===== src/rtl/core/aebp_pkg.sv =====
// Shared types, widths and constants for the azimuth/elevation CORDIC block.
package aebp_pkg;

  localparam int POS_W        = 24;
  localparam int ANG_W        = 16;
  localparam int DIFF_W       = POS_W + 1;
  localparam int GUARD        = 12;
  localparam int CW           = 40;
  localparam int ZW           = 34;
  localparam int TABLE_LEN    = 24;
  localparam int CORDIC_STEPS_DEF = 16;
  localparam int RND_SHIFT    = 32 - ANG_W;

  localparam logic [29:0] INV_GAIN = 30'h26DD3B6A;
  localparam logic signed [ZW-1:0] INT_HALF_PI = ZW'(64'sh40000000);
  localparam logic signed [ZW-1:0] RND_HALF    = ZW'(64'sd1 <<< (RND_SHIFT - 1));
  localparam logic signed [ZW-1:0] OUT_HALF    = ZW'(64'sd1 <<< (ANG_W - 1));
  localparam logic signed [ZW-1:0] OUT_QUARTER = ZW'(64'sd1 <<< (ANG_W - 2));

  typedef struct packed {
    logic signed [POS_W-1:0] from_x;
    logic signed [POS_W-1:0] from_y;
    logic signed [POS_W-1:0] from_z;
    logic signed [POS_W-1:0] to_x;
    logic signed [POS_W-1:0] to_y;
    logic signed [POS_W-1:0] to_z;
  } in_t;

  typedef struct packed {
    logic signed [ANG_W:0]   azimuth;
    logic signed [ANG_W-1:0] elevation;
    logic                    no_horizontal_offset;
  } out_t;

  typedef struct packed {
    logic signed [CW-1:0] x;
    logic signed [CW-1:0] y;
    logic signed [ZW-1:0] z;
  } vec_t;

  // carried alongside the horizontal vectoring
  typedef struct packed {
    logic signed [DIFF_W-1:0] dz;
    logic                     flat;
  } side1_t;

  // carried alongside the vertical vectoring
  typedef struct packed {
    logic signed [ANG_W:0] az;
    logic                  flat;
    logic                  dz_pos;
    logic                  dz_neg;
  } side2_t;

  // atan(2^-i) in units of pi/2^31
  function automatic logic signed [ZW-1:0] atan_step(input int i);
    logic signed [ZW-1:0] a;
    case (i)
      0:  a = ZW'(34'sh020000000);
      1:  a = ZW'(34'sh012E4051E);
      2:  a = ZW'(34'sh009FB385B);
      3:  a = ZW'(34'sh0051111D4);
      4:  a = ZW'(34'sh0028B0D43);
      5:  a = ZW'(34'sh00145D7E1);
      6:  a = ZW'(34'sh000A2F61E);
      7:  a = ZW'(34'sh000517C55);
      8:  a = ZW'(34'sh00028BE53);
      9:  a = ZW'(34'sh000145F2F);
      10: a = ZW'(34'sh0000A2F98);
      11: a = ZW'(34'sh0000517CC);
      12: a = ZW'(34'sh000028BE6);
      13: a = ZW'(34'sh0000145F3);
      14: a = ZW'(34'sh00000A2FA);
      15: a = ZW'(34'sh00000517D);
      16: a = ZW'(34'sh0000028BE);
      17: a = ZW'(34'sh00000145F);
      18: a = ZW'(34'sh000000A30);
      19: a = ZW'(34'sh000000518);
      20: a = ZW'(34'sh00000028C);
      21: a = ZW'(34'sh000000146);
      22: a = ZW'(34'sh0000000A3);
      23: a = ZW'(34'sh000000051);
      default: a = '0;
    endcase
    return a;
  endfunction

endpackage


===== src/rtl/core/aebp_gain.sv =====
// Gain correction of the horizontal magnitude and azimuth finish, two stages.
module aebp_gain
  import aebp_pkg::*;
(
  input  logic   clk,
  input  logic   rst,
  input  logic   en,
  input  logic   in_valid,
  input  vec_t   in_vec,
  input  side1_t in_side,
  output logic   out_valid,
  output vec_t   out_vec,
  output side2_t out_side
);

  localparam int HI_W  = CW - 16;
  localparam int PH_W  = HI_W + 30;
  localparam int PL_W  = 15 + 30;
  localparam int SUM_W = PH_W + 1;

  logic signed [CW-1:0] h;
  logic [HI_W-1:0]      hi;
  logic [14:0]          lo;
  logic signed [ZW-1:0] rz;
  logic signed [ZW-1:0] az_raw;
  logic signed [ZW-1:0] az_wrap;
  logic signed [ZW-1:0] az_clamp;

  // stage one
  logic            s1_valid;
  logic [PH_W-1:0] p_hi;
  logic [PL_W-1:0] p_lo;
  side1_t          s1_side;
  logic signed [ANG_W:0] s1_az;

  logic [SUM_W-1:0]       sum;
  logic signed [CW-1:0]   hc;
  logic signed [CW-1:0]   dz_s;

  assign h  = in_vec.x[CW-1] ? '0 : in_vec.x;
  assign hi = h[CW-2:15];
  assign lo = h[14:0];

  assign rz     = (in_vec.z + RND_HALF) >>> RND_SHIFT;
  assign az_raw = OUT_QUARTER - rz;

  always_comb begin
    az_wrap = (az_raw > OUT_HALF) ? az_raw - (OUT_HALF <<< 1) : az_raw;
    if (az_wrap > OUT_HALF) begin
      az_clamp = OUT_HALF;
    end else if (az_wrap < -OUT_HALF) begin
      az_clamp = -OUT_HALF;
    end else begin
      az_clamp = az_wrap;
    end
  end

  always_ff @(posedge clk) begin
    if (rst) begin
      s1_valid  <= 1'b0;
      out_valid <= 1'b0;
    end else if (en) begin
      s1_valid  <= in_valid;
      out_valid <= s1_valid;
    end
  end

  always_ff @(posedge clk) begin
    if (en) begin
      p_hi    <= PH_W'(hi) * PH_W'(INV_GAIN);
      p_lo    <= PL_W'(lo) * PL_W'(INV_GAIN);
      s1_side <= in_side;
      s1_az   <= az_clamp[ANG_W:0];
    end
  end

  assign sum  = SUM_W'(p_hi) + SUM_W'(p_lo[PL_W-1:15]);
  assign hc   = CW'(sum >> 15);
  assign dz_s = {{(CW-DIFF_W-GUARD){s1_side.dz[DIFF_W-1]}}, s1_side.dz, {GUARD{1'b0}}};

  always_ff @(posedge clk) begin
    if (en) begin
      out_vec.x       <= hc;
      out_vec.y       <= dz_s;
      out_vec.z       <= '0;
      out_side.az     <= s1_az;
      out_side.flat   <= s1_side.flat;
      out_side.dz_pos <= !s1_side.dz[DIFF_W-1] && (s1_side.dz != '0);
      out_side.dz_neg <= s1_side.dz[DIFF_W-1];
    end
  end

endmodule


===== config.mk =====
export PLATFORM = sky130hd
export DESIGN_NAME = aebp_gain
export DESIGN_NICKNAME = d
export VERILOG_FILES = /design/src/rtl/core/aebp_pkg.sv /design/src/rtl/core/aebp_gain.sv
export SDC_FILE = /design/constraint.sdc
export NUM_CORES = 2
export LEC_CHECK = 0
export ABC_AREA = 1
export BUFFER_PORTS_ARGS = -buffer_cell sky130_fd_sc_hd__buf_4
export CORE_MARGIN = 3
export CORE_UTILIZATION = 57
export CTS_CLUSTER_SIZE = 10
export DETAILED_ROUTE_END_ITERATION = 12
export PLACE_DENSITY_LB_ADDON = 0.3
export SLEW_MARGIN = 5
export SYNTH_ARGS = -nofsm -noshare
export SYNTH_HDL_FRONTEND = slang
export SYNTH_SLANG_ARGS = --single-unit

===== constraint.sdc =====
create_clock -name clk -period 6.9 [get_ports clk]
set_input_delay 1.035 -clock clk [delete_from_list [all_inputs] [get_ports clk]]
set_output_delay 1.035 -clock clk [all_outputs]
set_load 0.05 [all_outputs]

Yosys cells after proc, flatten, opt, wreduce, memory -nomap -nowiden
Cells that the tools add are included.

Bits in registers: 227. Input port bits: 144. Output and inout bits: 135. Word-level logic and storage cells: 30.

$add $sub $neg: 4. Multipliers: 2. Order comparisons: 3. Multiplexer cells: 3. Reductions and logical operators: 4.

Operator list (number): $add A54 B30 Y55 (1); $mul A24 B29 Y53 const B (1); $mul A15 B29 Y44 const B (1); $mux W39 (1); $add A34 B17 Y34 const B (1); $gt A34 B17 Y1 const B (1); $lt A34 B16 Y1 const B (1); $mux W34 (1); $reduce_bool A25 Y1 (1); $sub A19 B18 Y20 const B (1); $gt A19 B17 Y1 const B (1); $sub A16 B18 Y19 const A (1); $mux W17 (1); $reduce_or A2 Y1 (1); $logic_and A1 B1 Y1 (1); $logic_not A1 Y1 (1).

Logic depth before layout (Yosys ltp)
Depth after elaboration: 6. Gate-level depth with buffers: 36. Depth with buffers taken out: 35.

Worst setup path after synthesis
OpenSTA, ideal clock, no wires.

Kind: input port to flip-flop. From: input port in_vec[113] in the netlist's numbering. To: register p_hi[49], data pin. Library setup time: 0.265 ns. Arrival: 7.145 ns. Required time: 6.635 ns. Slack: -0.510 ns. Cell stages on the path: 26. Path buffers: 1. Cell sequence: inv_1 -> clkbuf_1 -> nand2_1 -> inv_1 -> fa_1 -> inv_1 -> fa_1 -> fa_1 -> inv_1 -> fa_1 -> fa_1 -> fa_1 -> inv_1 -> fa_1 -> inv_1 -> ha_1 -> nand2_1 -> inv_1 -> a21oi_1 -> a21boi_0 -> o221ai_1 -> a21oi_1 -> o21ai_0 -> a21oi_1 -> o21ai_0 -> xor2_1.

Cells in the longest elaborated chain, start to end: 2.

Ends and longest elaborated chain: start: declaration (line aebp_gain.sv:9) `input vec_t in_vec,`; $mux W39 (line aebp_gain.sv:40) `assign h = in_vec.x[CW-1] ? '0 : in_vec.x;`; $mul A24 B29 Y53 (line aebp_gain.sv:70) `p_hi <= PH_W'(hi) * PH_W'(INV_GAIN);`; end signal: assignment (line aebp_gain.sv:70); end: declaration (line aebp_gain.sv:31) `logic [PH_W-1:0] p_hi;`.

No other way between the ends. A chain may end at the register's enable or synchronous reset.

Final worst setup path
From: input port in_vec[113] in the netlist's numbering. To: register p_hi[53], data pin.

Same word-level chain as after synthesis.

==> out/qor.yml <==
floorplanning:
  die_h_um: 237.0
  start_util_pct: 57.76
  die_w_um: 237.0
  coreArea_sq_mm: 0.05266
  std_cell_rows: 84
  pin_count: 279
  die_area_sq_mm: 0.05616
drt:
  vias_per_cell: 5.047
  vias: 23280
  drtAntennaViolNets: 0
  drc: 0
  firstDrtPassIters: 5
  wire_per_inst_um: 17.28
  wirelength_um: 79700
  drt_iter0_drc: 1520
clocking:
  clkTransAtPathRegs_ns: 0.05
  cts_tree: "built"
  cts_inserted_buffers: 27
  clock_latency_ns: 0.56
  cts.htree.levels: 1
  hold_buffers: 0
  root_buffer: "clkbuf_16"
  cts.sinks: 211
  clockBufferDepth: 3
cells_and_area:
  area_growth_pct: 24.60
  finalNetCount: 4914
  drive_gt1_share_pct: 24.64
  n_antenna_cell: 0
sta:
  relSlewSlack_pct: 37.92
  setup_violations: 0
  finalMaxSlewViolations: 0
  hold_viol_final: 0
  period_share_pct: 98.22
  fmax_mhz: 147.6
  worst_pin_slew_ns: 0.9312
  clock_skew_ns: 0.01885
  period_needed_ns: 6.777
  rsz0062_at_grt: "yes"
  fin_ws_ns: 0.1226
critical_path:
  required_ns: 7.20
  cp-endpoint: "p_hi[53]"
  arrival_ns: 7.08
  cp-start-kind: "input port"
  crit_path_max_fanout: 7
  r2r.worst_path.cells: 17
  worst_setup_path_end_kind: "register"
  worstSetupPathType: "input port to register"
  cp-startpoint: "in_vec[113]"
  r2r_slack_ns: 3.83
  reg2reg_to: "out_vec[104]"
  r2r_start: "p_hi[2]"
grt:
  grt_antenna_before_repair: 0
  use_met3_pct: 5.358
  met1_usage_pct: 40.42
  busiest_layer: "met2"
  grt_pass1_wl_um: 125200
  grt_use_total_pct: 28.48
  grt_max_degree: 80
  overflow: 0
  use_met2_pct: 46.49
  grt_pass1_vias: 23820
job:
  max_cap_viol_count: 0
placed_design:
  port_buffers: 177
  gp_congestion: 0.9915
  hpwl_um: 70270
  place_ws_ns: -0.6990
synth:
  synth_cells: 3168
  synth.avg_cell_area_sq_um: 9.600
  yosys_register_bits: 211
  synth_common_cells: "inv_1, fa_1, ha_1"
  synth_ff_type: "edfxtp_1"
  yosys.cell_types.count: 50
  synth_area_leader_cell: "fa_1"
  yosys-top-cells-area: "fa_1, edfxtp_1, ha_1"
  yosysSeqAreaShare_pct: 20.77
  netlist_area_sq_mm: 0.03041
  synth.most_common_cell: "inv_1"
  async_reset_ff_share_pct: 0
  yosysTopAreaCellShare_pct: 30.08
  yosysWarningCount: 0
  synth_edf_count: 209
hold_path:
  hold_path_class: "register to register"
status:
  outcome: "completed"
-- logic make-up after synthesis --
group / Yosys count / share of synthesized area (%)
other: 1 / 0.01233
buffers and inverters: 915 / 11.99
AND/OR/NAND/NOR: 755 / 11.35
AO/OA/AOI/OAI: 309 / 5.821
adder cells (fa/ha/maj): 860 / 46.66
flip-flops: 211 / 20.77
XOR/XNOR: 117 / 3.394
-- placed cells by master, fill, tap and decap left out, types with 11 or more instances in the layout --
master     count
nand3_1       59
xor2_1        77
edfxtp_1     209
a21oi_2       20
nand2_2       30
fa_2          12
inv_1        840
conb_1        46
nor2_1       159
nor3_1        21
clkbuf_16     27
nor2_2        22
o21ai_1       12
nand2_4       12
inv_2         13
a21oi_1      125
o21a_1        16
clkbuf_1      11
fa_1         445
ha_4          18
xnor2_1       39
o21ai_0       53
nand2_1      361
buf_4        717
nand4_1       32
ha_1         378
nor2_4        22
a31oi_1       20
-- registers in the layout, indices dropped and copies added (netlist names) --
signal     count
dz_s          25
out_side      20
out_valid      1
out_vec       64
p_hi          53
p_lo          29
s1_az         17
s1_side        1
s1_valid       1
-- worst max-delay path, stage by stage --
cell      delay [ns]
buf_4           0.13
buf_8           0.15
nor2_4          0.20
fa_2            0.50
buf_4           0.15
fa_1            0.49
fa_1            0.51
inv_1           0.05
fa_1            0.50
inv_1           0.04
ha_1            0.32
fa_1            0.54
inv_1           0.05
fa_1            0.56
inv_1           0.08
ha_4            0.27
buf_4           0.12
nand2_1         0.08
inv_1           0.09
nand2_1         0.05
o211ai_1        0.40
a21oi_2         0.14
o21ai_2         0.20
buf_4           0.17
a31oi_2         0.08
xor2_1          0.15
-- layout make-up --
type / instances / area, sq um
clock buffers: 39 / 730.7
fillers: 3978 / 14760
clock inverters: 5 / 50.05
repair buffers: 725 / 5514
inverters: 858 / 3233
flip-flops and latches: 211 / 6316
well taps: 688 / 860.8
multi-input cells: 2087 / 21190
-- stage by stage --
stage | area [sq um] | setup TNS, ns | util, % | hold slack [ns] | cells
finish | 37900 | 0 | 71.97 | 0.4150 | 4613
global route | 37900 | -0.2799 | 71.97 | 0.4227 | 4613
CTS | 37310 | 0 | 70.85 | 0.4163 | 4601
detailed placement | 36510 | -18.89 | 69.34 | 0.4045 | 4557
global placement | 36510 | -15.95 | 69.34 | 0.4023 | 4557
floorplan | 30690 | -0.02290 | - | 0.4003 | 3213
-- layer usage --
metal  vias to the layer above  wire [um]
li1                      11290          -
met1                     11150      34960
met2                       757      37110
met3                        89       6188
met4                         0       1435
met5                         -          0
-- repair_timing --
| item | 4_1_cts | 5_1_grt |
|---|---|---|
| pin swaps | 0 | 43 |
| hold endpoints to repair | 0 | 0 |
| setup endpoints to repair | 5 | 37 |
| setup buffers | 0 | 12 |
| gates resized for setup | 5 | 119 |
-- worst min path at each step --
stage | startpoint | endpoint | slack, ns | cells after the start
final | s1_az[14] | out_side[17] | 0.41 | 0
after global routing | s1_az[5] | out_side[8] | 0.42 | 0
after CTS | s1_az[6] | out_side[9] | 0.42 | 0
after detailed placement | s1_az[5] | out_side[8] | 0.40 | 0
after global placement | s1_az[16] | out_side[19] | 0.40 | 0
after floorplan | s1_az[7] | out_side[10] | 0.40 | 0
Power is not shown: default switching activity piles up to over one toggle a cycle in this logic, so the estimate is an artifact.
