<file path="src/rtl/core/aebp_pkg.sv">
// Shared types, widths and constants for the azimuth/elevation CORDIC block.
package aebp_pkg;

  localparam int POS_W        = 24;
  localparam int ANG_W        = 16;
  localparam int DIFF_W       = POS_W + 1;
  localparam int GUARD        = 12;
  localparam int CW           = 40;
  localparam int ZW           = 34;
  localparam int TABLE_LEN    = 24;
  localparam int CORDIC_STEPS_DEF = 16;
  localparam int RND_SHIFT    = 32 - ANG_W;

  localparam logic [29:0] INV_GAIN = 30'h26DD3B6A;
  localparam logic signed [ZW-1:0] INT_HALF_PI = ZW'(64'sh40000000);
  localparam logic signed [ZW-1:0] RND_HALF    = ZW'(64'sd1 <<< (RND_SHIFT - 1));
  localparam logic signed [ZW-1:0] OUT_HALF    = ZW'(64'sd1 <<< (ANG_W - 1));
  localparam logic signed [ZW-1:0] OUT_QUARTER = ZW'(64'sd1 <<< (ANG_W - 2));

  typedef struct packed {
    logic signed [POS_W-1:0] from_x;
    logic signed [POS_W-1:0] from_y;
    logic signed [POS_W-1:0] from_z;
    logic signed [POS_W-1:0] to_x;
    logic signed [POS_W-1:0] to_y;
    logic signed [POS_W-1:0] to_z;
  } in_t;

  typedef struct packed {
    logic signed [ANG_W:0]   azimuth;
    logic signed [ANG_W-1:0] elevation;
    logic                    no_horizontal_offset;
  } out_t;

  typedef struct packed {
    logic signed [CW-1:0] x;
    logic signed [CW-1:0] y;
    logic signed [ZW-1:0] z;
  } vec_t;

  // carried alongside the horizontal vectoring
  typedef struct packed {
    logic signed [DIFF_W-1:0] dz;
    logic                     flat;
  } side1_t;

  // carried alongside the vertical vectoring
  typedef struct packed {
    logic signed [ANG_W:0] az;
    logic                  flat;
    logic                  dz_pos;
    logic                  dz_neg;
  } side2_t;

  // atan(2^-i) in units of pi/2^31
  function automatic logic signed [ZW-1:0] atan_step(input int i);
    logic signed [ZW-1:0] a;
    case (i)
      0:  a = ZW'(34'sh020000000);
      1:  a = ZW'(34'sh012E4051E);
      2:  a = ZW'(34'sh009FB385B);
      3:  a = ZW'(34'sh0051111D4);
      4:  a = ZW'(34'sh0028B0D43);
      5:  a = ZW'(34'sh00145D7E1);
      6:  a = ZW'(34'sh000A2F61E);
      7:  a = ZW'(34'sh000517C55);
      8:  a = ZW'(34'sh00028BE53);
      9:  a = ZW'(34'sh000145F2F);
      10: a = ZW'(34'sh0000A2F98);
      11: a = ZW'(34'sh0000517CC);
      12: a = ZW'(34'sh000028BE6);
      13: a = ZW'(34'sh0000145F3);
      14: a = ZW'(34'sh00000A2FA);
      15: a = ZW'(34'sh00000517D);
      16: a = ZW'(34'sh0000028BE);
      17: a = ZW'(34'sh00000145F);
      18: a = ZW'(34'sh000000A30);
      19: a = ZW'(34'sh000000518);
      20: a = ZW'(34'sh00000028C);
      21: a = ZW'(34'sh000000146);
      22: a = ZW'(34'sh0000000A3);
      23: a = ZW'(34'sh000000051);
      default: a = '0;
    endcase
    return a;
  endfunction

endpackage

</file>
<file path="src/rtl/core/aebp_cell.sv">
// One CORDIC vectoring iteration with its pipeline register and sideband.
module aebp_cell
  import aebp_pkg::*;
#(
  parameter int STEP   = 0,
  parameter int SIDE_W = 1
) (
  input  logic              clk,
  input  logic              rst,
  input  logic              en,
  input  logic              in_valid,
  input  vec_t              in_vec,
  input  logic [SIDE_W-1:0] in_side,
  output logic              out_valid,
  output vec_t              out_vec,
  output logic [SIDE_W-1:0] out_side
);

  localparam logic signed [ZW-1:0] ANGLE = atan_step(STEP);

  logic signed [CW-1:0] xs;
  logic signed [CW-1:0] ys;
  vec_t                 vec_next;

  assign xs = in_vec.x >>> STEP;
  assign ys = in_vec.y >>> STEP;

  always_comb begin
    if (!in_vec.y[CW-1]) begin
      vec_next.x = in_vec.x + ys;
      vec_next.y = in_vec.y - xs;
      vec_next.z = in_vec.z + ANGLE;
    end else begin
      vec_next.x = in_vec.x - ys;
      vec_next.y = in_vec.y + xs;
      vec_next.z = in_vec.z - ANGLE;
    end
  end

  always_ff @(posedge clk) begin
    if (rst) begin
      out_valid <= 1'b0;
    end else if (en) begin
      out_valid <= in_valid;
    end
  end

  always_ff @(posedge clk) begin
    if (en) begin
      out_vec  <= vec_next;
      out_side <= in_side;
    end
  end

endmodule

</file>
<file path="config.mk">
export PLATFORM = sky130hd
export DESIGN_NAME = aebp_cell
export DESIGN_NICKNAME = d
export VERILOG_FILES = /design/src/rtl/core/aebp_pkg.sv /design/src/rtl/core/aebp_cell.sv
export SDC_FILE = /design/constraint.sdc
export NUM_CORES = 1
export LEC_CHECK = 0
export ABC_AREA = 0
export BUFFER_PORTS_ARGS = -buffer_cell sky130_fd_sc_hd__buf_2
export CORE_ASPECT_RATIO = 1.5
export CORE_MARGIN = 2
export CORE_UTILIZATION = 35
export DETAILED_ROUTE_END_ITERATION = 10
export PLACE_DENSITY_LB_ADDON = 0.1
export SYNTH_ARGS = -nofsm -noshare
export SYNTH_HDL_FRONTEND = slang
export SYNTH_SLANG_ARGS = --single-unit
</file>
<file path="constraint.sdc">
create_clock -name clk -period 5.5 [get_ports clk]
set_input_delay 1.1 -clock clk [delete_from_list [all_inputs] [get_ports clk]]
set_output_delay 1.1 -clock clk [all_outputs]
set_load 0.1 [all_outputs]
</file>
# --- Yosys cells after proc, flatten, opt, wreduce, memory -nomap -nowiden ---
# Cells that the tools add are included.
totals:
  reg_bits: 116
  latch_bits: 0
  mem_bits_rw: 0
  mem_bits_ro: 0
  in_bits: 119
  out_inout_bits: 116
  word_cells: 11
  mem_count: 0
op_classes:
  n_addsub: 5
  mul: 0
  n_div: 0
  n_lt_le_gt_ge: 0
  eq_ne: 0
  n_shift: 0
  mux: 1
  bitwise_logic: 0
  n_reduce_logical: 0
op_table:
  columns: ["cell", "count"]
  rows:
  - ["$mux W114", 1]
  - ["$sub A40 B40 Y40", 2]
  - ["$add A40 B40 Y40", 1]
  - ["$add A34 B31 Y34 const B", 1]
  - ["$sub A34 B31 Y34 const B", 1]

# --- Logic depth before layout (Yosys ltp) ---
# Gate-level depths: netlist (run 1).
depth:
  word_depth: 2
  depth_mapped: 12
  mapped_depth_nobuf: 11

# --- Least setup slack after synthesis (run 1) ---
# No wires, ideal clock.
synth_timing:
  kind: "input-to-reg"
  from: "input port in_vec[42] (netlist name)"
  to: "register out_vec[113] (netlist name), data pin"
  setup_time_ps: 277
  arrival_ps: 3479
  required_time_ps: 5223
  setup_slack_ps: 1744
  cell_stages: 11
  path_buffers: 1
  cell_sequence: "inv_1 -> ha_1 -> buf_6 -> or4_4 -> or3_1 -> a21oi_2 -> nor3_2 -> o311ai_4 -> a2111oi_1 -> o41ai_2 -> a2111oi_2"
synth_lines:
  columns: ["element", "line", "source"]
  rows:
  - ["start: declaration", "aebp_cell.sv:12", "input vec_t in_vec,"]
  - ["end signal: assignment", "aebp_cell.sv:50", "out_vec <= vec_next;"]
  - ["end: declaration", "aebp_cell.sv:15", "output vec_t out_vec,"]

==> out/results.ini, run 1 <==
[status]
status=completed

[finish]
fin_util_pct=41.9
finalInstanceArea_sq_mm=0.0140
fill_cells=3412
fin_nets=1870
area_delta_synth_final_pct=17.8
layout.cells.non_filler=2047
n_antenna_cell=0
drive_above_1_share_pct=19.5

[min_path]
hold_class=flip-flop to flip-flop

[detailed_routing]
highest_layer=met4
wl_met3_mm=2.10
vias=11900
ant_nets=0
drt_iter0_drc=837
wl_met1_mm=17.3
route.detailed.drc=0
routed_via_density=5.80
wl_met2_mm=24.5
wirelength_mm=47.0
drtPass1Iterations=5
avgRoutedWirePerCell_microns=23.0

[floorplanning]
rows=82
dieArea_sq_mm=0.0354
chipHeight_microns=229
io-pin-count=235
start_util_pct=35.5
die_width_microns=154
fp.coreArea_sq_mm=0.0333

[clock_tree]
cts_root_buffer=clkbuf_16
htreeDepth=4
cts_buffer_depth=2
clk_latency_ps=450
postCtsHoldBufs=0
cts_tree=yes
ctsResizeCount=0
cts.sink_count=115
path_clk_slew_ps=60
numCtsBuffers=17
post_cts_buffers=0

[synth]
syn_area_sq_mm=0.0118
synthXorXnorAreaFrac_pct=4.95
netlist_instances=1411
synthDominantAreaCellType=edfxtp_1
ys_seq_area_share_pct=29.1
synth-adder-area-share_pct=14.7
syn_nets=1667
synth-seq-cells=115
synth_ff_type=edfxtp_1
synth_edf_count=114
async_flop_share_pct=0
yosys.area_share.simple_pct=15.4
muxShareOfSynthArea_pct=1.87
yosysTopAreaCellShare_pct=28.9
synth_compound_area_share_pct=27.5
avgSynthCellArea_sq_um=8.40
synth_top_family_by_area=compound AO/OA/AOI/OAI gates
ys_top_cells_by_area=edfxtp_1 (29%), ha_1 (14%), a21oi_1 (5.9%)
ys_warn_count=0
yosysUniqueCellTypes=84

[setup_path]
start_kind=input port
cp_max_fo=4
cp-end-kind=flip-flop
crit_type=input port to flip-flop
crit_required_ps=5700
cp.arrival_ps=4510

[placed_design]
dp_hpwl_mm=37.5
place_inst=2015
place_area_sq_mm=0.0134
io_buffers=234
place_congestion=0.965

[sta]
setup_viol=0
fin_hold_ws_ps=486
fin_crit_sh_pct=78.2
period_needed_ps=4300
rsz0062_at_grt=false
drv_slew=0
max_freq_mhz=232
maxSlewHeadroom_pct=41.0
setup_tns_ps=0
finClkSkew_ps=0
worst_pin_slew_ps=882
hold_violations=0

[global_routing]
grt_pass1_vias=12000
grt_usage_pct=26.3
grt_max_degree=58
overflow=0
antenna_found_initial=0
grt_pass1_wl_mm=70.6

[job]
maxCapViolations=0

[pwr]
leakagePower_nw=6.12
powerDensity_mw_per_mm2=315
peakVddDrop_mv=0.198

==> final timing paths <==
kind	from	endpoint	slack [ps]	depth (start not counted)
worst max-delay path	in_vec[34]	out_vec[60]	1200	12
worst min register to register	out_valid	out_valid	490	2
worst min-delay path	out_valid	out_valid	490	2
worst max register to register	out_valid	out_valid	4930	2
==> kinds of logic (layout without fill, tap and decap cells) <==
kind of cell,count (synthesis),count (layout)
adder cells (fa/ha/maj),137,137
buffers and inverters,198,414
multiplexers,22,22
flip-flops,115,115
AO/OA/AOI/OAI,494,494
AND/OR/NAND/NOR,378,378
XOR/XNOR,67,67
==> critical path, stage by stage <==
cell and delay [ps]:
buf_2 110, inv_1 40, ha_1 240, fa_1 420, and4b_1 250, o21ai_0 220, a2111oi_1 610, o21ai_1 300
a31oi_1 630, a2111oi_0 220, o21bai_1 210, xnor2_1 130
==> sequential cells by signal (all words and copies together) (netlist names) <==
signal,flops
out_side,1
out_valid,1
out_vec,113
==> placed cells by master, fill, tap and decap left out, types with 8 or more instances in the layout <==
cell / instances
a21oi_1: 139
nor4_1: 14
and3_1: 8
nor3_1: 38
o21a_1: 18
a21boi_0: 8
buf_4: 23
o21bai_1: 24
edfxtp_1: 114
nand3_1: 27
o21ai_0: 100
a2111oi_0: 10
nand2b_1: 8
and2_1: 9
nor2b_1: 20
a31oi_1: 20
nor2_1: 107
o31ai_1: 14
nand4_1: 18
buf_2: 232
clkbuf_16: 17
and4_1: 8
inv_1: 123
xnor2_1: 61
mux2i_1: 21
nand2_1: 96
a211oi_1: 19
o211ai_1: 18
ha_1: 133
a21o_1: 34
==> cell usage after synthesis (13+ instances only) <==
cell type / n
a211oi_1: 19
a21o_1: 34
a21oi_1: 139
a31oi_1: 20
buf_1: 13
clkbuf_1: 48
edfxtp_1: 114
ha_1: 133
inv_1: 124
mux2i_1: 21
nand2_1: 96
nand3_1: 27
nand4_1: 18
nor2_1: 107
nor2b_1: 20
nor3_1: 38
nor4_1: 14
o211ai_1: 18
o21a_1: 18
o21ai_0: 100
o21bai_1: 24
o31ai_1: 14
xnor2_1: 61
==> layer usage <==
metal | global-route usage, % | up-vias
met3 | 3.31 | 149
met2 | 48.4 | 499
met4 | 16.9 | 0
met5 | 0 | -
li1 | - | 5586
met1 | 28.0 | 5637
==> layout make-up <==
type	count	area (sq um)	area share (%)
Multi-Input combinational cell	1098	7640	54.7
Clock inverter	14	106	0.762
Tap cell	420	526	3.76
Sequential cell	115	3440	24.7
Timing Repair Buffer	255	1330	9.55
Inverter	127	477	3.41
Clock buffer	18	439	3.15
==> power by group <==
| group | switching (mW) | internal (mW) | leakage (nW) | total (mW) |
|---|---|---|---|---|
| clock network | 0.476 | 0.589 | 0.259 | 1.07 |
| registers | 0.0333 | 1.13 | 1.12 | 1.16 |
| logic | 1.70 | 0.472 | 4.74 | 2.17 |
==> metrics by stage <==
step / setup slack, ps / power, mW
2_1_floorplan: 1740 / 2.82
3_3_place_gp: 867 / 3.34
3_5_place_dp: 865 / 3.33
4_1_cts: 1340 / 4.43
5_1_grt: 1080 / 4.57
6_report: 1200 / 4.40
No activity file was read; power rests on OpenSTA's default activity.
==> inputs of run 2 (changes only) <==
- clock period: 5.5 -> 4.3 ns (I/O delays scaled with it)
==> run 2 against run 1 <==
Compared with the run above:
- worst setup slack worse by 700 ps
- core utilization rose by 2.0 points
- sequential cell count is the same
- final area up 4.9%
- first-iteration DRC count down 16%
- clock power rose by 40%
- routed wire length grew 1.6%
- critical path depth rose by 2
- cell count grew 4.0%
- largest cell class unchanged
- highest routed layer unchanged
==> out/results.ini, run 2 (synthesis gave the netlist of run 1 again) <==
[global_routing]
grt_max_degree=72  ; +24%
grt_usage_pct=26.7  ; +0.39 points
grt_pass1_wl_mm=71.5  ; +1.1%
overflow=0  ; unchanged
antenna_found_initial=0  ; unchanged
grt_pass1_vias=12400  ; +3.3%

[detailed_routing]
route.detailed.drc=0  ; unchanged
drtPass1Iterations=7  ; +2
vias=12000  ; +0.67%
ant_nets=0  ; unchanged
wirelength_mm=47.8  ; +1.6%
avgRoutedWirePerCell_microns=22.4  ; -2.3%
drt_iter0_drc=703  ; -16%
routed_via_density=5.61  ; -3.2%

[clock_tree]
post_cts_buffers=0  ; unchanged
cts.sink_count=115  ; unchanged
htreeDepth=4  ; unchanged
path_clk_slew_ps=60  ; about the same
numCtsBuffers=17  ; unchanged
postCtsHoldBufs=0  ; unchanged
cts_root_buffer=clkbuf_16
ctsResizeCount=0  ; unchanged
cts_tree=yes
cts_buffer_depth=2  ; unchanged
clk_latency_ps=450  ; about the same

[floorplanning]
dieArea_sq_mm=0.0354  ; unchanged
fp.coreArea_sq_mm=0.0333  ; unchanged
io-pin-count=235  ; unchanged
chipHeight_microns=229  ; unchanged
die_width_microns=154  ; unchanged
rows=82  ; unchanged
start_util_pct=35.5  ; unchanged

[finish]
n_antenna_cell=0  ; unchanged
area_delta_synth_final_pct=23.6
largest_reg_flops=113  ; unchanged
final_cell_mix=buf_2 (232), a21oi_1 (139), ha_1 (133)
final_common_cell=buf_2
drive_above_1_share_pct=23.4  ; +3.9 points
regMostFlops=out_vec
fin_nets=1952  ; +4.4%
fin_util_pct=43.9  ; +2.0 points
reg_top3=out_vec: 113 flops, out_side: 1 flops, out_valid: 1 flops

[setup_path]
crit_required_ps=4490  ; -1210 ps
regToRegStartpoint=out_valid
cp.arrival_ps=4000  ; -510 ps
reg2reg_depth=2  ; unchanged
worst_path_max_delay_cell=a2111oi_1
cp-end-kind=flip-flop
crit_type=input port to flip-flop
cp_cell_sequence=buf_2 > inv_1 > ha_1 > fa_1 > and4b_1 > o21ai_0 > a2111oi_1 > buf_4 > o21ai_1 > buf_4 > a211oi_1 > o21ai_0 > o31ai_1 > nor3_1
max_stage_delay_ps=520  ; -110 ps
cp_max_fo=4  ; unchanged
startpoint=in_vec[34]
start_kind=input port

[sta]
maxSlewHeadroom_pct=33.2  ; -7.9 points
setup_viol=0  ; unchanged
setup_tns_ps=0  ; unchanged
max_freq_mhz=263
hold_violations=0  ; unchanged
worst_pin_slew_ps=1000  ; +120 ps
period_needed_ps=3800
fin_crit_sh_pct=88.5
finClkSkew_ps=0  ; unchanged
rsz0062_at_grt=false
drv_slew=0  ; unchanged

[pwr]
power_frac_comb_pct=49.0  ; -0.3 points
p_int_mw=3.01  ; +37%
powerDensity_mw_per_mm2=401  ; +27%
seq_power_share_pct=25.5  ; -1.0 points
leakagePower_nw=6.56  ; +7.1%
p_clk_share_pct=25.5  ; +1.3 points
peakVddDrop_mv=0.214  ; +8.4%
netSwitchingPower_mw=2.87  ; +30%
p_sw_share_pct=48.8  ; -1.4 points

[placed_design]
dp_hpwl_mm=39.0  ; +4.1%
io_buffers=234  ; unchanged
place_congestion=0.961  ; -0.44%

[min_path]
hold_class=flip-flop to flip-flop
min_path_cells=2  ; unchanged
min-delay-start=out_valid

[status]
status=completed

[job]
maxCapViolations=0  ; unchanged

[run 2: changes by cell type in the layout (fill, tap and decap cells not counted), sizes merged]
cell,change
inv,+2
clkinvlp,-3
clkbuf,-1
buf,+82
bufinv,+2
[run 2: layout make-up]
class                      count  area [sq um]
inverter                     127           477
multi-input combinational   1098          7640
fill                        3406         18700
timing repair buffer         337          1960
sequential                   115          3440
clock buffer                  17           425
clock inverter                15           174
tap                          420           526
[run 2: per-layer routing]
layer	global-route usage [%]	share of wire, %
met4	16.0	6.1
met1	27.1	37
met5	0	0
met2	51.3	54
met3	3.29	3.6
[run 2: worst paths after layout]
check,endpoint,slack [ps]
max,out_vec[66],500
min,out_valid,500
max reg2reg,out_valid,3720
min reg2reg,out_valid,500
[run 2: metrics by stage]
stage / hold slack [ps] / setup WS (ps) / power [mW] / area, sq um / instances
final: 497 / 496 / 5.88 / 14600 / 2129
after global routing: 535 / 341 / 6.10 / 14600 / 2129
after CTS: 507 / 562 / 5.92 / 14600 / 2129
after detailed placement: 492 / 91.4 / 4.38 / 14000 / 2097
after global placement: 477 / 108 / 4.38 / 14000 / 2097
after floorplan: 932 / 784 / 3.61 / 11800 / 1411
[run 2: power groups by stage]
stage / Clock (mW) / Sequential (mW) / Combinational [mW]
CTS: 1.55 / 1.50 / 2.87
global route: 1.57 / 1.51 / 3.02
global placement: 0 / 1.52 / 2.86
floorplan: 0 / 2.67 / 0.939
finish: 1.50 / 1.50 / 2.88
detailed placement: 0 / 1.52 / 2.86
[run 2: worst max-delay path: cells and delay by family]
family                   cells  cell delay [ps]
AO/OA/AOI/OAI                6             1590
adder cells (fa/ha/maj)      2              690
buffers and inverters        4              510
AND/OR/NAND/NOR              2              350
