**config.mk**
```make
export PLATFORM = sky130hd
export DESIGN_NAME = aebp_out
export DESIGN_NICKNAME = d
export VERILOG_FILES = /design/src/rtl/core/aebp_pkg.sv /design/src/rtl/core/aebp_out.sv
export SDC_FILE = /design/constraint.sdc
export NUM_CORES = 1
export LEC_CHECK = 0
export ABC_AREA = 1
export BUFFER_PORTS_ARGS = -buffer_cell sky130_fd_sc_hd__clkbuf_2
export CELL_PAD_IN_SITES_DETAIL_PLACEMENT = 0
export CELL_PAD_IN_SITES_GLOBAL_PLACEMENT = 1
export CORE_MARGIN = 4
export CORE_UTILIZATION = 37
export CTS_CLUSTER_SIZE = 12
export DETAILED_ROUTE_END_ITERATION = 16
export GPL_TIMING_DRIVEN = 0
export HOLD_SLACK_MARGIN = 0.02
export PLACE_DENSITY = 0.95
export SYNTH_ARGS = -nofsm -noshare
export SYNTH_HDL_FRONTEND = slang
export SYNTH_SLANG_ARGS = --single-unit
```
**constraint.sdc**
```tcl
create_clock -name clk -period 6.9 [get_ports clk]
set_clock_uncertainty 0.1 [all_clocks]
set_input_delay 1.38 -clock clk [delete_from_list [all_inputs] [get_ports clk]]
set_output_delay 1.38 -clock clk [all_outputs]
set_load 0.01 [all_outputs]
```
**src/rtl/core/aebp_pkg.sv**
```systemverilog
// Shared types, widths and constants for the azimuth/elevation CORDIC block.
package aebp_pkg;

  localparam int POS_W        = 24;
  localparam int ANG_W        = 16;
  localparam int DIFF_W       = POS_W + 1;
  localparam int GUARD        = 12;
  localparam int CW           = 40;
  localparam int ZW           = 34;
  localparam int TABLE_LEN    = 24;
  localparam int CORDIC_STEPS_DEF = 16;
  localparam int RND_SHIFT    = 32 - ANG_W;

  localparam logic [29:0] INV_GAIN = 30'h26DD3B6A;
  localparam logic signed [ZW-1:0] INT_HALF_PI = ZW'(64'sh40000000);
  localparam logic signed [ZW-1:0] RND_HALF    = ZW'(64'sd1 <<< (RND_SHIFT - 1));
  localparam logic signed [ZW-1:0] OUT_HALF    = ZW'(64'sd1 <<< (ANG_W - 1));
  localparam logic signed [ZW-1:0] OUT_QUARTER = ZW'(64'sd1 <<< (ANG_W - 2));

  typedef struct packed {
    logic signed [POS_W-1:0] from_x;
    logic signed [POS_W-1:0] from_y;
    logic signed [POS_W-1:0] from_z;
    logic signed [POS_W-1:0] to_x;
    logic signed [POS_W-1:0] to_y;
    logic signed [POS_W-1:0] to_z;
  } in_t;

  typedef struct packed {
    logic signed [ANG_W:0]   azimuth;
    logic signed [ANG_W-1:0] elevation;
    logic                    no_horizontal_offset;
  } out_t;

  typedef struct packed {
    logic signed [CW-1:0] x;
    logic signed [CW-1:0] y;
    logic signed [ZW-1:0] z;
  } vec_t;

  // carried alongside the horizontal vectoring
  typedef struct packed {
    logic signed [DIFF_W-1:0] dz;
    logic                     flat;
  } side1_t;

  // carried alongside the vertical vectoring
  typedef struct packed {
    logic signed [ANG_W:0] az;
    logic                  flat;
    logic                  dz_pos;
    logic                  dz_neg;
  } side2_t;

  // atan(2^-i) in units of pi/2^31
  function automatic logic signed [ZW-1:0] atan_step(input int i);
    logic signed [ZW-1:0] a;
    case (i)
      0:  a = ZW'(34'sh020000000);
      1:  a = ZW'(34'sh012E4051E);
      2:  a = ZW'(34'sh009FB385B);
      3:  a = ZW'(34'sh0051111D4);
      4:  a = ZW'(34'sh0028B0D43);
      5:  a = ZW'(34'sh00145D7E1);
      6:  a = ZW'(34'sh000A2F61E);
      7:  a = ZW'(34'sh000517C55);
      8:  a = ZW'(34'sh00028BE53);
      9:  a = ZW'(34'sh000145F2F);
      10: a = ZW'(34'sh0000A2F98);
      11: a = ZW'(34'sh0000517CC);
      12: a = ZW'(34'sh000028BE6);
      13: a = ZW'(34'sh0000145F3);
      14: a = ZW'(34'sh00000A2FA);
      15: a = ZW'(34'sh00000517D);
      16: a = ZW'(34'sh0000028BE);
      17: a = ZW'(34'sh00000145F);
      18: a = ZW'(34'sh000000A30);
      19: a = ZW'(34'sh000000518);
      20: a = ZW'(34'sh00000028C);
      21: a = ZW'(34'sh000000146);
      22: a = ZW'(34'sh0000000A3);
      23: a = ZW'(34'sh000000051);
      default: a = '0;
    endcase
    return a;
  endfunction

endpackage

```
**src/rtl/core/aebp_out.sv**
```systemverilog
// Elevation finish, output register and skid stage.
module aebp_out
  import aebp_pkg::*;
(
  input  logic   clk,
  input  logic   rst,
  input  logic   res_valid,
  input  vec_t   res_vec,
  input  side2_t res_side,
  output logic   en,
  output logic   out_valid,
  input  logic   out_ready,
  output out_t   out_data
);

  logic signed [ZW-1:0] rz;
  logic signed [ZW-1:0] el_raw;
  logic signed [ZW-1:0] el_clamp;
  out_t                 res;
  logic                 skid_valid;
  out_t                 skid;
  logic                 out_free;
  logic                 take;

  assign rz     = (res_vec.z + RND_HALF) >>> RND_SHIFT;
  assign el_raw = -rz;

  always_comb begin
    if (el_raw > OUT_QUARTER) begin
      el_clamp = OUT_QUARTER;
    end else if (el_raw < -OUT_QUARTER) begin
      el_clamp = -OUT_QUARTER;
    end else begin
      el_clamp = el_raw;
    end
    res.no_horizontal_offset = res_side.flat;
    if (res_side.flat) begin
      res.azimuth = OUT_QUARTER[ANG_W:0];
      if (res_side.dz_pos) begin
        res.elevation = -OUT_QUARTER[ANG_W-1:0];
      end else if (res_side.dz_neg) begin
        res.elevation = OUT_QUARTER[ANG_W-1:0];
      end else begin
        res.elevation = '0;
      end
    end else begin
      res.azimuth   = res_side.az;
      res.elevation = el_clamp[ANG_W-1:0];
    end
  end

  assign en       = !skid_valid;
  assign out_free = !out_valid || out_ready;
  assign take     = en && res_valid;

  always_ff @(posedge clk) begin
    if (rst) begin
      out_valid  <= 1'b0;
      skid_valid <= 1'b0;
    end else if (skid_valid) begin
      if (out_free) begin
        out_valid  <= 1'b1;
        skid_valid <= 1'b0;
      end
    end else if (take) begin
      if (out_free) begin
        out_valid <= 1'b1;
      end else begin
        skid_valid <= 1'b1;
      end
    end else if (out_free) begin
      out_valid <= 1'b0;
    end
  end

  always_ff @(posedge clk) begin
    if (skid_valid) begin
      if (out_free) begin
        out_data <= skid;
      end
    end else if (take) begin
      if (out_free) begin
        out_data <= res;
      end else begin
        skid <= res;
      end
    end
  end

endmodule

```
# After elaboration in Yosys (flattened, before gate mapping)
# Cells that the tools add are included.
# word_totals
word_cells	38
n_memories	0
latch_bits	0
rom_bits	0
mem_bits_rw	0
regBits	70
input_bits	138
output_inout_bits	36
# op_classes
mul	0
add_sub_neg	2
n_eq_ne	0
shift	0
n_div	0
magnitude_cmp	2
bitwise	2
n_reduce_logical	8
mux	16
# ops
cell	count
$mux 34	4
$mux 16	3
$add 34x17->34 const B	1
$gt 34x16->1 const B	1
$lt 34x15->1 const B	1
$neg 18->34	1
$mux 33	1
$mux 15	1
$mux 1	7
$reduce_and 3->1	1
$reduce_bool 3->1	1
$logic_not 1->1	2
$not 1->1	2
$reduce_and 2->1	1
$reduce_bool 2->1	1
$logic_and 1x1->1	1
$logic_or 1x1->1	1

# Logic depth before layout (Yosys ltp)
# Gate-level depths: netlist (run 1).
# depth
depth_word	9
ltp_mapped	21
ltp_nobuf	20

# Worst setup path before layout (run 1)
# No wires, ideal clock.
# synth_timing
path_type	input to register
start	in res_vec[15] (netlist bit)
end	reg skid[10] (netlist bit), data pin
t_arrival_ns	3.209
n_path_buf	1
setup_time_ns	0.255
t_required_ns	6.545
path_slack_ns	3.336
cell_stages	20
path_cell_list	ha_1 > nand2_1 > nor2_2 > nand2_1 > nor2_1 > nand2_1 > nand2_1 > inv_2 > nand2_1 > nor2_4 > nand2_2 > nor2_1 > nor2_1 > nor2_1 > nand2_1 > inv_2 > nand2_1 > nand2_2 > buf_4 > and2_1
# synth_rtl
item	line	text
start, declared	aebp_out.sv:8	input vec_t res_vec,
end signal, assigned	aebp_out.sv:85	skid <= res;
end, declared	aebp_out.sv:21	out_t skid;

# Worst setup path after layout (run 1)
# layout_timing
start	in res_vec[16] (netlist bit)
end	reg out_data[7] (netlist bit), data pin
# layout_between
elab_chain_cells	9
word_cells_on_any_way	10
classes_between	2 x add/sub; 2 x order compare; 6 x mux
# layout_rtl
item	line	text
$add 34x17->34 (*)	aebp_out.sv:25	assign rz = (res_vec.z + RND_HALF) >>> RND_SHIFT;
$neg 18->34 (*)	aebp_out.sv:26	assign el_raw = -rz;
$lt 34x15->1	aebp_out.sv:31	end else if (el_raw < -OUT_QUARTER) begin
$mux 16	aebp_out.sv:31	
$mux 16 (*)	aebp_out.sv:29	if (el_raw > OUT_QUARTER) begin
$mux 33 (*)	aebp_out.sv:37	if (res_side.flat) begin
$mux 34 (*)	aebp_out.sv:82	if (out_free) begin
$mux 34 (*)	aebp_out.sv:81	end else if (take) begin
$mux 34 (*)	aebp_out.sv:77	if (skid_valid) begin
end signal, assigned	aebp_out.sv:79	out_data <= skid;
end signal, assigned	aebp_out.sv:83	out_data <= res;
end, declared	aebp_out.sv:13	output out_t out_data
# Mark *: on every way between the ends. The rest lies on a longest branch, timed or not. The select of a mux whose other input is x is not followed.
# A chain may end at the register's enable or synchronous reset.

==> results of run 1 <==
layout make-up:
class | count | area (um^2)
Fill cell | 1098 | 6183
Buffer | 13 | 77.57
Clock inverter | 6 | 86.33
Inverter | 77 | 289.0
Tap cell | 143 | 178.9
Multi-Input combinational cell | 383 | 1858
Sequential cell | 70 | 2082
Clock buffer | 10 | 229.0
Timing Repair Buffer | 77 | 385.4
registers in the layout, indices dropped and copies added (netlist names):
| register | count |
|---|---|
| out_data | 34 |
| out_valid | 1 |
| skid | 34 |
| skid_valid | 1 |
final timing paths:
kind                    start          end  slack, ps
setup / recovery  res_vec[16]  out_data[7]       3110
setup reg to reg   skid_valid      skid[7]       4790
hold reg to reg       skid[2]  out_data[2]        410
hold / removal        skid[2]  out_data[2]        410
cell usage after synthesis, types with 2 or more instances:
| cell | n | area share, % |
|---|---|---|
| a21oi_1 | 2 | 0.23 |
| and2_1 | 7 | 1.0 |
| buf_4 | 3 | 0.52 |
| clkbuf_1 | 8 | 0.70 |
| dfxtp_1 | 2 | 0.93 |
| edfxtp_1 | 68 | 48 |
| ha_1 | 3 | 0.87 |
| inv_1 | 72 | 6.3 |
| inv_2 | 4 | 0.35 |
| nand2_1 | 195 | 17 |
| nand2_2 | 12 | 1.7 |
| nand2_4 | 2 | 0.52 |
| nand3_1 | 42 | 4.9 |
| nand3_2 | 3 | 0.70 |
| nand4_1 | 13 | 1.9 |
| nor2_1 | 62 | 5.4 |
| nor2_2 | 7 | 1.0 |
| nor2_4 | 15 | 3.9 |
| nor2_8 | 2 | 0.93 |
| nor3_1 | 3 | 0.35 |
| o21ai_0 | 6 | 0.70 |
| xor2_1 | 2 | 0.41 |
routing by layer:
| layer | vias up | wire length (um) |
|---|---|---|
| li1 | 1894 | - |
| met1 | 1551 | 4100 |
| met5 | - | 0 |
| met2 | 90 | 4320 |
| met3 | 8 | 522 |
| met4 | 0 | 142 |
through the flow:
step | total power [uW] | utilization (%) | setup WS (ps) | cell area (um^2) | instances
after floorplan | 600.4 | - | 3336 | 4292 | 543
after global placement | 648.1 | 42.71 | 2701 | 4856 | 763
after detailed placement | 653.1 | 42.84 | 2765 | 4871 | 763
after CTS | 1131 | 45.61 | 3105 | 5186 | 779
after global routing | 1170 | 45.61 | 2753 | 5186 | 779
final | 1123 | 45.61 | 3107 | 5186 | 779
power by group:
group          internal, uW  switching [uW]
combinational          48.9            96.2
clock                   315             164
sequential              492            6.18
total                   856             266
logic make-up after synthesis:
family | count (synthesis) | share of synthesized area [%]
AO/OA/AOI/OAI | 11 | 1.399
adder cells (fa/ha/maj) | 3 | 0.8747
XOR/XNOR | 3 | 0.6124
buffers and inverters | 90 | 8.542
AND/OR/NAND/NOR | 366 | 40.06
flip-flops | 70 | 48.51
critical path, stage by stage:
cell and delay [ps]:
clkbuf_2 130, ha_1 280, nand2_1 120, nor2_2 200, nand2_1 110, nand2_1 90
nand2_2 100, inv_2 90, nand3_1 60, nor2_1 220, nand3_1 110, nand2_1 70
nand2_1 110, nand2_1 80, inv_1 40, nand3_1 70, nand2_1 50, nand2_1 60
nand2_2 70, buf_4 170, nand3_1 80, nand2_1 60
==> impl_metrics.yaml, run 1 <==
status:
  status: "complete, no violations"
timing:
  fmax_mhz: 263.6
  slew_viol_final: 0
  setup_viol: 0
  worst_pin_slew_ps: 943.0
  period_share_pct: 54.97
  hold_viol: 0
  holdWs_ps: 413.4
  timing.final.crit_period_ps: 3793
  rsz0062_at_grt: "no"
  fin_tns_setup_ps: 0
  slew-limit-headroom_pct: 36.98
floorplanning:
  io_pins: 174
  initial_utilization_pct: 37.75
  die_h_um: 115.7
  die-area_mm2: 0.01339
  rows: 39
  die_x_um: 115.7
  core_mm2: 0.01137
worst_setup_path:
  startpoint_type: "input port"
  path_class: "input port to flip-flop"
  path_max_fanout: 10
  worstSetupEndpointType: "flip-flop"
  required_ps: 6880
  critical_path_arrival_ps: 3770
  rr_worst_depth: 4
global_routing:
  grt_pass1_wl_um: 15060
  use_met3_pct: 2.193
  grt_max_degree: 35
  antenna_found_initial: 0
  use_met2_pct: 23.53
  grt_pass1_vias: 3331
  top_usage_layer: "met2"
  grt_overflow_total: 0
  grt_use_total_pct: 14.00
  globalRouteMet1Util_pct: 18.09
route:
  drc: 0
  ant_nets: 0
  drt-pass1-iter-count: 5
  drt_iter0_drc: 272
  wl_per_cell_um: 11.66
  drt-total-wl_um: 9086
  vias: 3543
  via_per_inst: 4.548
clock_tree:
  holdBufCountCts: 0
  cts_buffers: 9
  cts_htree_levels: 3
  cts_resized: 0
  cts_root_buf: "clkbuf_16"
  cts_buffer_depth: 2
  clk_pin_slew_worst_paths_ps: 50
  post_cts_buffers: 0
  cts_tree: "done"
  cts_sinks: 70
  clock_latency_ps: 330
synth:
  synth.cell_area_mm2: 0.004292
  syn_nets: 684
  yosysWarnings: 0
  synth.distinct_cells: 32
  seq_area_frac_synth_pct: 48.51
  syn_avg_cell_area_um2: 7.904
  ys_seq_elements: 70
  synth_edf_count: 68
  synthArstFlopShare_pct: 0
  synth-main-ff-cell: "edfxtp_1"
  synth_cells: 543
placement:
  gp_congestion: 0.8234
  place_hpwl_um: 7098
  port_buffers: 77
worst_hold_path:
  hold_class: "flip-flop to flip-flop"
  hold_depth: 2
run:
  cap_violations: 0
power:
  power.ir.vdd_worst_mv: 0.2114
  power_leakage_uw: 0.002469
  p_per_area_mw_per_mm2: 216.5
layout:
  final_common_cell: "nand2_1"
  areaGrowthSynthToFinish_pct: 20.85
  drive_gt1_share_pct: 22.96
  finalNetCount: 772
  layout_common_cells: "195 x nand2_1, 77 x clkbuf_2, 72 x inv_1, 68 x edfxtp_1, 60 x nor2_1"
  diodes: 0
No activity file was read; power rests on OpenSTA's default activity.
==> run 2, diff against run 1 <==
- CORE_UTILIZATION: 37 -> 31
- PLACE_DENSITY: 0.95 -> 0.89
- clock period: 6.9 -> 3.05 ns (I/O delays scaled with it)
==> run 2 against run 1 <==
  * Clock power is 120% higher
  * Non-clock buffer count rose by 2
  * Combinational power is 130% higher
  * Wire length decreased by 1.0%
  * Critical path depth decreased by 1
  * Final area is 1.8% higher
  * Largest power group unchanged
==> impl_metrics.yaml, run 2 (synthesized netlist as in run 1, its figures left out) <==
status:
  status: "complete, no violations"
power:
  p_total_uw: 2533
  power.ir.vdd_worst_mv: 0.2342
  p_per_area_mw_per_mm2: 479.7
  power_leakage_uw: 0.002477
layout:
  layout_common_cells: "193 x nand2_1, 76 x clkbuf_2, 71 x inv_1, 68 x edfxtp_1, 56 x nor2_1"
  biggestRegsByFlops: "out_data (34), skid (34)"
  final_common_cell: "nand2_1"
  fillerInstances: 1387
  fin_cells: 814
  areaGrowthSynthToFinish_pct: 23.03
  drive_gt1_share_pct: 24.45
  fin_util_pct: 39.40
  diodes: 0
  finalNetCount: 774
  register_area_mm2: 0.002082
  multiInputGateArea_mm2: 0.001904
  design_area_mm2: 0.005280
placement:
  port_buffers: 77
  place_hpwl_um: 6928
  dpl-instance-area_mm2: 0.004912
  dp_cells: 796
  gp_congestion: 0.8238
timing:
  period_share_pct: 92.10
  worst_pin_slew_ps: 954.2
  slew-limit-headroom_pct: 36.24
  slew_viol_final: 0
  fmax_mhz: 356.0
  setup_viol: 0
  hold_viol: 0
  fin_tns_setup_ps: 0
  timing.final.crit_period_ps: 2809
worst_setup_path:
  required_ps: 3030
  path_class: "input port to flip-flop"
  startpoint_type: "input port"
  worstSetupEndpointType: "flip-flop"
  critical_path_arrival_ps: 2790
  path_max_fanout: 10
global_routing:
  grt_use_total_pct: 11.47
  grt_max_degree: 35
  antenna_found_initial: 0
  grt_pass1_wl_um: 15060
  grt_overflow_total: 0
  grt_pass1_vias: 3257
run:
  cap_violations: 0
route:
  wl_per_cell_um: 11.05
  drt-pass1-iter-count: 4
  drt_iter0_drc: 213
  via_per_inst: 4.306
  drt-total-wl_um: 8991
  ant_nets: 0
  drc: 0
  vias: 3505
worst_hold_path:
  hold_class: "input port to flip-flop"
clock_tree:
  cts_sinks: 70
  cts_root_buf: "clkbuf_16"
  cts_buffers: 9
  cts_tree: "done"
  cts_htree_levels: 3
  clock_latency_ps: 340
  cts_buffer_depth: 2
  clk_pin_slew_worst_paths_ps: 50
  holdBufCountCts: 0
floorplanning:
  initial_utilization_pct: 32.03
  die-area_mm2: 0.01579
  core_mm2: 0.01340
  die_h_um: 125.7
  die_x_um: 125.7
  io_pins: 174
  rows: 42
==> run 2: worst max-delay path: stages <==
cell,delay [ps]
buf_2,150
ha_4,170
nand2_1,110
nand2_1,160
ha_1,200
nand3_1,110
inv_2,110
nand2_2,80
nor2_4,140
nand3_1,80
nand2_1,60
nand2_1,110
nand2_1,90
inv_1,40
nand3_1,70
nand2_1,50
nand2_1,60
nand2_2,70
buf_4,170
nand3_1,70
nand2_1,70
==> run 2: what timing repair did <==
| action | CTS | global route |
|---|---|---|
| resized for setup | 0 | 14 |
| setup endpoints to repair | 0 | 30 |
| setup buffers | 0 | 2 |
==> run 2: worst paths after layout <==
path / startpoint / slack, ps / to / cells past startpoint
worst max register to register: skid_valid / 910 / skid[2] / 4
worst max-delay path: res_vec[16] / 240 / out_data[8] / 21
worst min-delay path: rst / 350 / out_valid / 2
worst min register to register: skid[11] / 410 / out_data[11] / 2
==> run 2: metrics by stage <==
stage                     hold WS, ps  worst slack (ps)
after CTS                       343.5             19.39
after global routing            353.3            -36.90
after global placement          396.6            -440.5
after detailed placement        403.5            -324.5
after floorplan                 390.8             256.2
final                           348.7             241.0
==> run 2: layout make-up <==
cell class,instances,share of cell area [%]
Sequential cell,70,39.43
Multi-Input combinational cell,383,36.07
Timing Repair Buffer,79,7.583
Inverter,77,5.474
Clock buffer,11,4.408
Tap cell,176,4.171
Buffer,13,1.469
Clock inverter,5,1.398
==> run 2: routing by layer <==
| metal | up-vias | global-route usage, % | wire length, um |
|---|---|---|---|
| met5 | - | 0 | 0 |
| met4 | 0 | 4.974 | 162 |
| met3 | 11 | 1.609 | 413 |
| met2 | 81 | 17.90 | 3983 |
| met1 | 1514 | 15.95 | 4431 |
| li1 | 1899 | - | - |
==> run 2: where the power goes <==
group	internal (uW)	leakage, uW	total (uW)	switching (uW)
clock	709	0.000151	1070	362
combinational	114	0.00167	335	221
sequential	1110	0.000659	1130	12.8
==> run 3, diff against run 2 <==
- BUFFER_PORTS_ARGS: -buffer_cell sky130_fd_sc_hd__clkbuf_2 -> -buffer_cell sky130_fd_sc_hd__buf_4
==> run 3 against run 2 <==
  * Worst setup slack better by 4.3 ps
  * Register-to-register slack worse by 40 ps
  * Core utilization is 1.3 points higher
  * Final area is 3.2% higher
  * Combinational power is 9.3% higher
  * Non-clock buffer count is 2 lower
  * Sequential power hardly changed
  * Global-route usage is 0.072 points lower
  * Fmax is 0.15% higher
  * Sequential cell count stayed put
  * Clock-buffer cell count is 2 lower
==> impl_metrics.yaml, run 3 (synthesized netlist as in run 1, its figures left out) <==
status:
  status: "complete, no violations"
global_routing:
  antenna_found_initial: 0
  grt_overflow_total: 0
  grt_max_degree: 35
  grt_use_total_pct: 11.40
  grt_pass1_wl_um: 14990
  grt_pass1_vias: 3159
clock_tree:
  cts_htree_levels: 3
  cts_buffers: 9
  clock_latency_ps: 320
  cts_buffer_depth: 2
  cts_sinks: 70
  cts_tree: "done"
  cts_root_buf: "clkbuf_16"
  clk_pin_slew_worst_paths_ps: 50
  cts_resized: 0
  post_cts_buffers: 0
  holdBufCountCts: 0
run:
  cap_violations: 0
route:
  wl_per_cell_um: 10.95
  ant_nets: 0
  vias: 3440
  via_per_inst: 4.236
  drt-pass1-iter-count: 4
  drt-total-wl_um: 8893
  drc: 0
  drt_iter0_drc: 178
worst_setup_path:
  crit_top_cell: "nand2_1"
  path_class: "input port to flip-flop"
  worstSetupEndpointType: "flip-flop"
  startpoint_type: "input port"
  critPathMaxStageDelay_ps: 210
  crit_slowest_cell: "ha_1"
  crit_chain: "buf_4 -> ha_4 -> nand2_1 -> nand2_1 -> ha_1 -> nand3_1 -> inv_2 -> nand2_2 -> nor2_4 -> nand3_1 -> nand2_1 -> nand2_1 -> nand2_1 -> inv_1 -> nand3_1 -> nand2_1 -> nand2_1 -> nand2_2 -> buf_4 -> nand3_1 -> nand2_1"
  required_ps: 3010
  critical_path_arrival_ps: 2770
  path_max_fanout: 10
layout:
  design_area_mm2: 0.005450
  areaGrowthSynthToFinish_pct: 27.00
  finalNetCount: 772
  diodes: 0
  fin_util_pct: 40.67
  layout_common_cells: "194 x nand2_1, 80 x buf_4, 71 x inv_1, 68 x edfxtp_1, 57 x nor2_1"
  drive_gt1_share_pct: 24.21
  biggestRegsByFlops: "out_data (34), skid (34)"
  final_common_cell: "nand2_1"
placement:
  gp_congestion: 0.8185
  place_hpwl_um: 6892
  port_buffers: 77
  dpl-instance-area_mm2: 0.005105
timing:
  worst_pin_slew_ps: 969.9
  slew-limit-headroom_pct: 35.19
  timing.final.crit_period_ps: 2805
  slew_viol_final: 0
  hold_viol: 0
  setup_viol: 0
  period_share_pct: 91.96
  fmax_mhz: 356.5
floorplanning:
  rows: 42
  io_pins: 174
  die_x_um: 125.7
  die-area_mm2: 0.01579
  die_h_um: 125.7
  initial_utilization_pct: 32.03
  core_mm2: 0.01340
worst_hold_path:
  hold_class: "input port to flip-flop"
power:
  power_leakage_uw: 0.002516
  p_per_area_mw_per_mm2: 459.8
  power.ir.vdd_worst_mv: 0.3238
==> run 3: through the flow <==
| stage | total power, uW | worst slack, ps | instances | hold slack, ps | TNS, ps |
|---|---|---|---|---|---|
| 2_1_floorplan | 1358 | 256.2 | 543 | 390.8 | 0 |
| 3_3_place_gp | 1507 | -496.9 | 796 | 397.8 | -37120 |
| 3_5_place_dp | 1511 | -268.7 | 796 | 401.2 | -6377 |
| 4_1_cts | 2521 | 62.19 | 812 | 338.5 | 0 |
| 5_1_grt | 2613 | -5.367 | 812 | 343.0 | -7.838 |
| 6_report | 2506 | 245.3 | 812 | 348.4 | 0 |
==> run 3: worst max-delay path: cells and delay by family <==
family	cells	cell delay [ps]
adders and majority gates	2	380
buffers and inverters	4	440
and+or+nand+nor	15	1340
==> run 3: path summary, 6_finish.rpt <==
| check | startpoint | slack (ps) | cells past startpoint | endpoint |
|---|---|---|---|---|
| worst max register to register | skid_valid | 870 | 4 | skid[3] |
| worst min-delay path | rst | 350 | 2 | out_valid |
| worst max-delay path | res_vec[15] | 250 | 21 | out_data[3] |
| worst min register to register | skid[31] | 410 | 2 | out_data[31] |
==> run 3: per-layer routing <==
metal | global-route usage (%) | vias to the layer above | part of all wire [%]
met2 | 17.75 | 75 | 46
met3 | 2.159 | 4 | 5.6
li1 | - | 1888 | -
met5 | 0 | - | 0
met4 | 3.954 | 0 | 0.54
met1 | 15.96 | 1473 | 48
==> run 3: cell type report <==
type                            instances  area [um^2]
Tap cell                              176        220.2
Clock buffer                            9        225.2
Sequential cell                        70         2082
Fill cell                            1361         7950
Buffer                                 13        77.57
Multi-Input combinational cell        383         1904
Inverter                               77        289.0
Timing Repair Buffer                   77        578.1
Clock inverter                          7        73.82
==> run 3: where the power goes <==
| group | leakage (uW) | total [uW] | internal, uW | switching [uW] |
|---|---|---|---|---|
| logic | 0.00171 | 366 | 146 | 220 |
| registers | 0.000659 | 1130 | 1110 | 13.0 |
| clock network | 0.000147 | 1010 | 635 | 379 |
